$ cat src/oaht_pkg.sv
// Package: shared constants and types for the hash table, including the FNV hash constants
`timescale 1ns / 1ps
package oaht_pkg;
    localparam int CAPACITY  = 64;
    localparam int KEY_BYTES = 8;
    localparam int IDX_W     = $clog2(CAPACITY);
    localparam int CNT_W     = IDX_W + 1;
    localparam int BYTE_W    = (KEY_BYTES > 1) ? $clog2(KEY_BYTES) : 1;

    localparam logic [63:0] FNV_OFFSET = 64'd14695981039346656037;
    localparam logic [63:0] FNV_PRIME  = 64'd1099511628211;
    localparam logic [7:0]  META_EMPTY   = 8'h80;
    localparam logic [7:0]  META_DELETED = 8'hfe;
    localparam logic [6:0]  TAG_MASK     = 7'h7f;

    localparam logic [1:0] OP_GET   = 2'd0;
    localparam logic [1:0] OP_SET   = 2'd1;
    localparam logic [1:0] OP_UNSET = 2'd2;
    localparam logic [1:0] OP_CLEAR = 2'd3;

    typedef struct packed {
        logic [1:0]  op;
        logic [63:0] key;
        logic [63:0] value;
    } req_t;

    typedef struct packed {
        logic        found;
        logic [63:0] read_value;
        logic        status;
        logic [6:0]  entries;
    } rsp_t;

    typedef struct packed {
        logic        start;
        logic [63:0] key;
    } hash_cmd_t;

    typedef struct packed {
        logic        done;
        logic [63:0] hash;
    } hash_rsp_t;
endpackage

$ cat src/oaht_hash.sv
// FNV-1a hash unit: one byte per round through a shared multiplier split in halves
`timescale 1ns / 1ps
module oaht_hash
    import oaht_pkg::*;
(
    input  logic      clk,
    input  logic      rst_n,
    input  hash_cmd_t cmd,
    output hash_rsp_t rsp
);
    typedef enum logic [3:0] {
        H_IDLE = 4'b0001,
        H_XOR  = 4'b0010,
        H_LO   = 4'b0100,
        H_HI   = 4'b1000
    } hstate_t;

    hstate_t      state_reg, state_next;
    logic [63:0]  h_reg, h_next;
    logic [63:0]  key_reg, key_next;
    logic [BYTE_W-1:0] byte_reg, byte_next;
    logic [63:0]  lo_reg, lo_next;
    logic [31:0]  mul_a;
    logic [63:0]  mul_p;
    logic         last;
    logic         done_reg;

    // prime = 2^40 + 0x1b3: h*prime = (h<<40) + h*0x1b3, split the narrow product
    assign mul_a = (state_reg == H_LO) ? h_reg[31:0] : h_reg[63:32];
    assign mul_p = {32'd0, mul_a} * {55'd0, FNV_PRIME[8:0]};
    assign last  = (byte_reg == BYTE_W'(KEY_BYTES - 1));

    always_comb
    begin
        state_next = state_reg;
        h_next     = h_reg;
        key_next   = key_reg;
        byte_next  = byte_reg;
        lo_next    = lo_reg;
        unique case (state_reg)
            H_IDLE:
            begin
                if (cmd.start)
                begin
                    h_next     = FNV_OFFSET;
                    key_next   = cmd.key;
                    byte_next  = '0;
                    state_next = H_XOR;
                end
            end
            H_XOR:
            begin
                h_next     = h_reg ^ {56'd0, key_reg[7:0]};
                key_next   = key_reg >> 8;
                state_next = H_LO;
            end
            H_LO:
            begin
                lo_next    = mul_p;
                state_next = H_HI;
            end
            H_HI:
            begin
                h_next = (h_reg << 40) + lo_reg + {mul_p[31:0], 32'd0};
                if (last)
                begin
                    state_next = H_IDLE;
                end
                else
                begin
                    byte_next  = byte_reg + 1'b1;
                    state_next = H_XOR;
                end
            end
            default: state_next = H_IDLE;
        endcase
    end

    always_ff @(posedge clk or negedge rst_n)
    begin
        if (!rst_n)
        begin
            state_reg <= H_IDLE;
            byte_reg  <= '0;
        end
        else
        begin
            state_reg <= state_next;
            byte_reg  <= byte_next;
        end
    end

    always_ff @(posedge clk)
    begin
        h_reg   <= h_next;
        key_reg <= key_next;
        lo_reg  <= lo_next;
    end

    // done pulses the cycle after the final round
    always_ff @(posedge clk or negedge rst_n)
    begin
        if (!rst_n)
        begin
            done_reg <= 1'b0;
        end
        else
        begin
            done_reg <= (state_reg == H_HI) && last;
        end
    end
    assign rsp.done = done_reg;
    assign rsp.hash = h_reg;
endmodule

$ cat config.mk
export PLATFORM = sky130hd
export DESIGN_NAME = oaht_hash
export DESIGN_NICKNAME = d
export VERILOG_FILES = /design/src/oaht_pkg.sv /design/src/oaht_hash.sv
export SDC_FILE = /design/constraint.sdc
export NUM_CORES = 1
export LEC_CHECK = 0
export BUFFER_PORTS_ARGS = -buffer_cell sky130_fd_sc_hd__buf_2
export CAP_MARGIN = 0
export CELL_PAD_IN_SITES_DETAIL_PLACEMENT = 1
export CELL_PAD_IN_SITES_GLOBAL_PLACEMENT = 2
export CORE_MARGIN = 2
export CORE_UTILIZATION = 37
export CTS_BUF_LIST = sky130_fd_sc_hd__clkbuf_8 sky130_fd_sc_hd__clkbuf_16
export DETAILED_ROUTE_END_ITERATION = 6
export PLACE_DENSITY = 0.8
export SYNTH_ARGS = -nofsm -noshare
export SYNTH_HDL_FRONTEND = slang
export SYNTH_SLANG_ARGS = --single-unit
$ cat constraint.sdc
create_clock -name clk -period 9.5 [get_ports clk]
set_clock_uncertainty 0.1 [all_clocks]
set_input_delay 0.475 -clock clk [delete_from_list [all_inputs] [get_ports clk]]
set_output_delay 0.475 -clock clk [all_outputs]
set_load 0.01 [all_outputs]
; ---- After elaboration in Yosys (flattened, before gate mapping)
; Cells that the tools add are included.
; Widths: inputs -> output; s select.
[op_classes]
reduce_logical = 7
eq_ne = 7
add_sub_neg = 3
muxes = 11
n_bitwise = 1
mul = 1
[op_table]
columns = op, count
row1 = $pmux 64 s3, 1
row2 = $mux 64, 2
row3 = $pmux 64 s2, 1
row4 = $add 64x41->64, 1
row5 = $add 64x64->64, 1
row6 = $xor 64x8->64, 1
row7 = $mul 32x9->41 const B, 1
row8 = $mux 32, 1
row9 = $pmux 4 s4, 1
row10 = $mux 3, 2
row11 = $pmux 3 s2, 1
row12 = $eq 4x1->1 const B, 1
row13 = $eq 4x2->1 const B, 1
row14 = $eq 4x3->1 const B, 1
row15 = $eq 4x4->1 const B, 1
row16 = $mux 4, 1
row17 = $ne 2x2->1 const B, 2
row18 = $reduce_and 2->1, 2
row19 = $reduce_bool 2->1, 2
row20 = $add 3x1->3 const B, 1
row21 = $eq 3x3->1 const B, 1
row22 = $reduce_and 3->1, 1
row23 = $reduce_bool 3->1, 1
row24 = $mux 2, 1
row25 = $logic_and 1x1->1, 1
[word_totals]
reg_bits = 177
input_bits = 67
output_inout_bits = 65
word_cells = 36

; ---- Depth between registers and ports, before layout
; Gate-level depths: netlist (run 1).
[depth]
word_depth = 5
depth_mapped = 33
ltp_nobuf = 31

; ---- Worst setup path after synthesis (run 1)
; Ideal clock, no wire load.
[synth_timing]
path_kind = flip-flop to flip-flop
from = register state_reg[2]
to = register h_reg[63] (data pin)
arrival_ns = 8.714
stages_incl_launch_ff = 32
period_less_slack_ns = 9.084
n_path_buf = 3
setup_time_ns = 0.270
required_time_ns = 9.130
setup_slack_ns = 0.416
path_cell_list = dfrtp_1 > clkbuf_1 > nor4b_1 > clkbuf_1 > mux2_2 > ha_1 > inv_1 > fa_1 > inv_1 > fa_1 > inv_1 > fa_1 > inv_1 > ha_1 > a21oi_2 > o211ai_1 > a221oi_1 > a21boi_1 > o21ai_1 > nand2b_1 > a21o_1 > a21oi_1 > xnor2_1 > ha_1 > ha_1 > clkbuf_1 > and3_1 > o211ai_1 > a31oi_1 > a31oi_1 > xnor2_1 > a21oi_1
[synth_between]
elab_chain_cells = 5
word_cells_on_any_way = 8
classes_between = 1 x add/sub / 1 x mul / 4 x eq/ne / 2 x mux
[synth_rtl]
columns = element, line_no
row1 = "start, declared", oaht_hash.sv:18  ; hstate_t state_reg, state_next;
row2 = "start signal, assigned", oaht_hash.sv:88  ; state_reg <= state_next;
row3 = $eq 4x3->1, oaht_hash.sv:29  ; assign mul_a = (state_reg == H_LO) ? h_reg[31:0] : h_reg[63:32];
row4 = $mux 32, oaht_hash.sv:29
row5 = $mul 32x9->41, oaht_hash.sv:30  ; assign mul_p = {32'd0, mul_a} * {55'd0, FNV_PRIME[8:0]};
row6 = via mul_p[24], oaht_hash.sv:24  ; logic [63:0] mul_p;
row7 = $add 64x64->64, oaht_hash.sv:64  ; h_next = (h_reg << 40) + lo_reg + {mul_p[31:0], 32'd0};
row8 = $pmux 64 s3, oaht_hash.sv:40  ; unique case (state_reg)
row9 = via h_next[63], oaht_hash.sv:19  ; logic [63:0] h_reg, h_next;
row10 = "end signal, assigned", oaht_hash.sv:95  ; h_reg <= h_next;
row11 = "end, declared", oaht_hash.sv:19
; The timed path passes the listed nets, and every way through them passes these cells.
; A chain may end at the register's enable or synchronous reset.

; ---- Final worst setup path (run 1)
[layout_timing]
from = register state_reg[2]
to = register h_reg[62] (data pin)
; The elaborated chain is that of the path after synthesis.

==> results of run 1 <==
-- worst paths after layout --
path,from,endpoint
max,state_reg[2],h_reg[62]
min,cmd[58],key_reg[58]
max reg2reg,state_reg[2],h_reg[62]
min reg2reg,byte_reg[1],byte_reg[1]
max in group asynchronous,rst_n,state_reg[0]
min in group asynchronous,rst_n,state_reg[1]
-- synthesized netlist by cell type, types with 7 or more instances --
cell type / number / area (um^2)
o21bai_1: 12 / 90.09
a21o_1: 29 / 217.7
and2_1: 24 / 150.1
nor3_1: 12 / 60.06
clkbuf_1: 27 / 101.4
nand2_1: 34 / 127.6
dfrtp_1: 7 / 175.2
o211ai_1: 8 / 60.06
a21oi_1: 60 / 300.3
xor2_1: 37 / 324.1
fa_1: 108 / 2162
inv_1: 213 / 799.5
xnor2_1: 39 / 341.6
nor2b_1: 13 / 81.33
o21ai_0: 27 / 135.1
a31oi_1: 9 / 56.30
ha_1: 159 / 1989
a211oi_1: 15 / 112.6
mux2_2: 87 / 979.7
nor2_1: 58 / 217.7
o21a_1: 10 / 75.07
nand2b_1: 8 / 50.05
nand3_1: 17 / 85.08
edfxtp_1: 169 / 5075
-- per-stage QoR --
stage | area [um^2] | worst slack, ns | utilization | std cells
floorplan | 14520 | 0.4156 | - | 1272
global placement | 15820 | 1.104 | 0.4094 | 1901
detailed placement | 15820 | 0.8527 | 0.4094 | 1901
CTS | 16470 | 0.7532 | 0.4262 | 1934
global route | 16470 | 0.1633 | 0.4263 | 1935
finish | 16480 | 0.7114 | 0.4263 | 1936
-- final cells by class --
| type | count | area, um^2 | share of cell area |
|---|---|---|---|
| inverter | 213 | 799.5 | 0.04853 |
| multi-input combinational | 851 | 8346 | 0.5065 |
| antenna | 2 | 5.005 | 0.0003038 |
| tap | 518 | 648.1 | 0.03934 |
| clock buffer | 17 | 425.4 | 0.02582 |
| timing repair buffer | 143 | 760.7 | 0.04617 |
| clock inverter | 15 | 215.2 | 0.01306 |
| sequential | 177 | 5276 | 0.3202 |
-- kinds of logic after synthesis --
family | Yosys count | synth area share
buffers and inverters | 244 | 0.06336
adder cells (fa/ha/maj) | 267 | 0.2860
multiplexers | 89 | 0.06887
flip-flops | 177 | 0.3635
XOR/XNOR | 76 | 0.04586
AND/OR/NAND/NOR | 193 | 0.06612
AO/OA/AOI/OAI | 226 | 0.1063
-- critical path: cells and delay by family, from the launching register on --
kind                       cells  cell delay, ns
adders and majority gates      7            2.94
AOI/OAI and AO/OA             11            2.85
buffers and inverters          6            0.81
and+or+nand+nor                4            0.70
DFF                            1            0.57
muxes                          1            0.42
xor gates and xnor gates       1            0.17
-- metal layers --
layer	track usage	part of all wire
met3	0.03692	0.038
met5	0	0
met2	0.3473	0.49
met4	0.05305	0.020
met1	0.2580	0.45
==> out/metrics.yaml, run 1 <==
critPathLaunchType: "flip-flop"
hold_depth: 2
synth_seq_area_share: 0.3635
reg2reg_slack_ns: 0.71
final_max_slew_viol_count: 0
grt_util_all_layers: 0.2008
end_kind: "flip-flop"
cts_tree: "yes"
drtPass1Iterations: 5
reg2reg_depth: 30
syn-num-nets: 1606
arrival_ns: 8.94
worstHoldPathType: "primary input to flip-flop"
hold_viol_final: 0
cp.required_ns: 9.66
max_stage_delay_ns: 0.67
cts_buffers: 17
overflow: 0
totalWireLength_mm: 40.08
worst_slew_pin_slew_ns: 0.9036
place_congestion: 0.8593
fp.coreArea_mm2: 0.03865
fin_crit_sh: 0.9251
synth-seq-cells: 177
num_rows: 72
yosysWarnings: 0
clk_pin_slew_worst_paths_ns: 0.10
clock_sinks: 177
area_delta_synth_final_pct: 13.51
synth-edff-count: 169
min_period_ns: 8.789
finalNetCount: 1737
die_width_um: 202.1
dr_total_vias: 9942
grt_pass1_wl_mm: 62.45
remaining_drc_errors: 0
whs_ns: 0.2007
cts.htree.levels: 4
netlist_area_mm2: 0.01452
critPathKind: "flip-flop to flip-flop"
antenna_found_initial: 2
cpMaxStageDelayCell: "a2111oi_1"
syn_inst: 1272
root_buffer: "clkbuf_16"
ctsHoldBuffers: 1
n_fill_cell: 4187
status: "finished clean"
crit_fanout: 30
cts-resized-gates: 0
layout_common_cells: "inv_1, edfxtp_1, ha_1, buf_2, fa_1"
grt_pass1_vias: 10772
dp.final_hpwl_mm: 32.68
yosysUniqueCellTypes: 68
setup_viol_count_final: 0
io_pins: 132
synth_area_per_cell_um2: 11.41
clk_path_buf_depth: 2
grt_max_degree: 76
wire_per_inst_um: 20.70
layout-drive-gt1-share: 0.1992
synthArstFlopShare: 0.04520
fmax_mhz: 113.8
via_per_inst: 5.135
post_cts_buffers: 0
synth_ff_type: "edfxtp_1"
cap_viol_max_count: 0
die_area_mm2: 0.04083
insertion_delay_ns: 0.46
postRouteAntennaNets: 0
fin_tns_setup_ns: 0
drt-initial-drc-count: 448
rsz0062_at_grt: "false"
mostFrequentLayoutCell: "inv_1"
port_buffers: 131
initial_utilization: 0.3756
die_h_um: 202.1
relSlewSlack: 0.3976
Power of run 1 is left out: the tool's default activity adds up to more than one toggle a clock period on the data nets, which glitch-free logic cannot reach.
==> run 2, diff against run 1 <==
PLACE_DENSITY = 0.78   (was 0.8)
==> out/metrics.yaml, run 2 (synthesized netlist as in run 1, its figures left out) <==
cpMaxStageDelayCell: "a2111oi_1"
dr_total_vias: 9939
clk_pin_slew_worst_paths_ns: 0.09
setup_viol_count_final: 0
io_pins: 132
remaining_drc_errors: 0
cts.htree.levels: 4
fin_tns_setup_ns: 0
die_width_um: 202.1
num_rows: 72
met3_usage: 0.03386
hold_depth: 2
grt_pass1_wl_mm: 63.35
totalWireLength_mm: 40.70
cts_tree: "yes"
fp.coreArea_mm2: 0.03865
dp.final_hpwl_mm: 33.09
layout-drive-gt1-share: 0.1975
min_period_ns: 8.636
use_met2: 0.3555
grt_most_used_layer: "met2"
arrival_ns: 8.81
crit_cells: 29
clk_path_buf_depth: 2
placed_area_mm2: 0.01580
initial_utilization: 0.3756
cts_buffers: 17
hold_start: "cmd[57]"
cap_viol_max_count: 0
final_max_slew_viol_count: 0
hold_end: "key_reg[57]"
r2r-start: "state_reg[2]"
grt_util_all_layers: 0.2052
fin_crit_sh: 0.9090
port_buffers: 131
die_h_um: 202.1
end_kind: "flip-flop"
worstHoldPathType: "primary input to flip-flop"
gr-usage-met1: 0.2627
via_per_inst: 5.144
wire_per_inst_um: 21.06
fmax_mhz: 115.8
layout_common_cells: "inv_1, edfxtp_1, ha_1, buf_2, fa_1"
finalInstanceArea_mm2: 0.01647
crit_fanout: 73
cpLargestDelayFamily: "adder cells"
grt_max_degree: 76
rsz0062_at_grt: "false"
r2r_end: "h_reg[62]"
root_buffer: "clkbuf_16"
n_fill_cell: 4188
place_congestion: 0.8414
max_stage_delay_ns: 0.61
cp.required_ns: 9.67
whs_ns: 0.2129
worst_slew_pin_slew_ns: 1.014
antenna_found_initial: 2
crit_buf_inv: 5
postRouteAntennaNets: 0
status: "finished clean"
drtPass1Iterations: 4
mostFrequentLayoutCell: "inv_1"
finalNetCount: 1734
drt-initial-drc-count: 518
reg2reg_slack_ns: 0.86
die_area_mm2: 0.04083
insertion_delay_ns: 0.45
clock_sinks: 177
reg2reg_depth: 29
critPathLaunchType: "flip-flop"
relSlewSlack: 0.3204
hold_viol_final: 0
overflow: 0
post_cts_buffers: 0
critPathKind: "flip-flop to flip-flop"
grt_pass1_vias: 10790
area_delta_synth_final_pct: 13.44
-- run 2: cell types whose count changed in the layout (fill, tap and decap cells not counted), sizes merged --
cell	previous run	this run
buf	142	139
bufinv	0	1
clkinv	7	4
clkinvlp	1	0
diode	2	1
inv	220	223
-- run 2: area by class of cell --
class                   instances  area [um^2]  share of cell area
diodes                          1        2.502           0.0001520
clock inverters                15        230.2             0.01398
repair buffers                140        738.2             0.04483
well taps                     518        648.1             0.03936
inverters                     213        799.5             0.04856
flip-flops and latches        177         5276              0.3204
clock buffers                  17        425.4             0.02584
multi-input cells             851         8346              0.5068
-- run 2: how the worst max path moves through the flow --
stage,from,to
final,state_reg[2],h_reg[62]
after detailed placement,state_reg[2],h_reg[62]
after global routing,state_reg[2],h_reg[63]
after CTS,state_reg[2],h_reg[62]
after global placement,state_reg[2],h_reg[62]
after floorplan,state_reg[2],h_reg[63]
-- run 2: repair_timing --
action / in CTS / in global routing
endpoints found under the hold margin: 8 / 0
hold buffers: 1 / 0
gates resized for setup: 0 / 0
-- run 2: per-stage QoR --
stage	cells	setup WS, ns	utilization
after floorplan	1272	0.4156	-
after global placement	1898	1.074	0.4088
after detailed placement	1898	0.9820	0.4088
after CTS	1931	0.8368	0.4260
after global routing	1931	0.2944	0.4260
final	1932	0.8645	0.4261
-- run 2: metal layers --
metal / wire length [um] / vias up
met4: 1056 / 2
met3: 1522 / 46
met5: 11 / -
li1: - / 4679
met2: 20240 / 185
met1: 17870 / 5027
-- run 2: worst reg2reg max path: cells and delay by family (launching register included) --
kind,cells,cell delay (ns)
flip-flops,1,0.57
buffers and inverters,5,0.65
XOR/XNOR,1,0.18
multiplexers,1,0.50
AO/OA/AOI/OAI,10,2.58
adder cells (fa/ha/maj),7,2.98
AND/OR/NAND/NOR,5,0.90
Power of run 2 is left out for the same reason.
==> run 3, diff against run 2 <==
MAX_ROUTING_LAYER = met4   (was default)
==> out/metrics.yaml, run 3 (synthesized netlist as in run 1, its figures left out) <==
cts_tree: "yes"
mostFrequentLayoutCell: "inv_1"
end_kind: "flip-flop"
dr_total_vias: 9885
max_stage_delay_ns: 0.68
fmax_mhz: 115.2
grt_util_all_layers: 0.2096
layout-drive-gt1-share: 0.1948
final_max_slew_viol_count: 0
setup_viol_count_final: 0
finalNetCount: 1733
post_cts_buffers: 0
clock_sinks: 177
relSlewSlack: 0.3014
place_congestion: 0.8508
via_per_inst: 5.114
hold_viol_final: 0
ctsHoldBuffers: 1
totalWireLength_mm: 40.44
status: "finished clean"
cap_viol_max_count: 0
initial_utilization: 0.3756
cts_buffers: 17
cp.required_ns: 9.67
clk_pin_slew_worst_paths_ns: 0.08
fp.coreArea_mm2: 0.03865
overflow: 0
pre_cts_slack_ns: 0.9366
postRouteAntennaNets: 0
layout_setup_ws_ns: 0.8169
cpMaxStageDelayCell: "a2111oi_1"
seq_area_mm2: 0.005276
die_width_um: 202.1
layout_common_cells: "inv_1, edfxtp_1, ha_1, buf_2, fa_1"
io_pins: 132
wire_per_inst_um: 20.92
die_h_um: 202.1
antenna_found_initial: 5
insertion_delay_ns: 0.45
rsz0062_at_grt: "false"
critPathLaunchType: "flip-flop"
port_buffers: 131
multi_input_comb_area_mm2: 0.008346
grt_max_degree: 76
arrival_ns: 8.85
num_rows: 72
drt-initial-drc-count: 479
area_delta_synth_final_pct: 12.91
clk_path_buf_depth: 2
drtPass1Iterations: 7
critPathKind: "flip-flop to flip-flop"
grt_pass1_wl_mm: 62.69
fin_crit_sh: 0.9140
root_buffer: "clkbuf_16"
die_area_mm2: 0.04083
n_fill_cell: 4246
dp.final_hpwl_mm: 32.98
cts.htree.levels: 4
remaining_drc_errors: 0
worst_slew_pin_slew_ns: 1.042
grt_pass1_vias: 10705
crit_fanout: 73
min_period_ns: 8.683
fin_tns_setup_ns: 0
worstHoldPathType: "primary input to flip-flop"
cts-resized-gates: 0
post-route-util: 0.4241
[run 3: critical path, delay by kind of cell, from the launching register on]
| family | cells | cell delay (ns) |
|---|---|---|
| buffers and inverters | 5 | 0.63 |
| flip-flops | 1 | 0.56 |
| AO/OA/AOI/OAI | 10 | 2.67 |
| adder cells (fa/ha/maj) | 7 | 2.96 |
| XOR/XNOR | 1 | 0.18 |
| AND/OR/NAND/NOR | 5 | 0.89 |
| multiplexers | 1 | 0.44 |
[run 3: final cells by class]
cell class | instances | area share
antenna | 3 | 0.0004580
clock buffer | 17 | 0.02596
clock inverter | 15 | 0.009543
inverter | 213 | 0.04878
multi-input combinational | 851 | 0.5092
sequential | 177 | 0.3219
tap | 518 | 0.03954
timing repair buffer | 139 | 0.04458
[run 3: path summary, 6_finish.rpt]
kind,from,endpoint,slack (ns),depth (start not counted)
max reg2reg,state_reg[2],h_reg[62],0.82,29
max in group asynchronous,rst_n,state_reg[0],8.76,2
min reg2reg,byte_reg[1],byte_reg[1],0.40,2
min,cmd[60],key_reg[60],0.21,2
min in group asynchronous,rst_n,state_reg[1],0.30,2
max,state_reg[2],h_reg[62],0.82,29
[run 3: metrics by stage]
| stage | cells | instance area (um^2) | hold slack (ns) |
|---|---|---|---|
| final | 1933 | 16390 | 0.2141 |
| after global routing | 1933 | 16390 | 0.1986 |
| after CTS | 1930 | 16380 | 0.1970 |
| after floorplan | 1272 | 14520 | 0.07941 |
| after global placement | 1897 | 15790 | 0.2294 |
| after detailed placement | 1897 | 15790 | 0.2372 |
[run 3: metal layers]
layer	global-route usage	up-vias	share of wire
li1	-	4674	-
met1	0.2644	4972	0.45
met2	0.3468	207	0.49
met3	0.03531	32	0.039
met4	0.06119	0	0.022
met5	-	-	0
Power of run 3 is left out for the same reason.
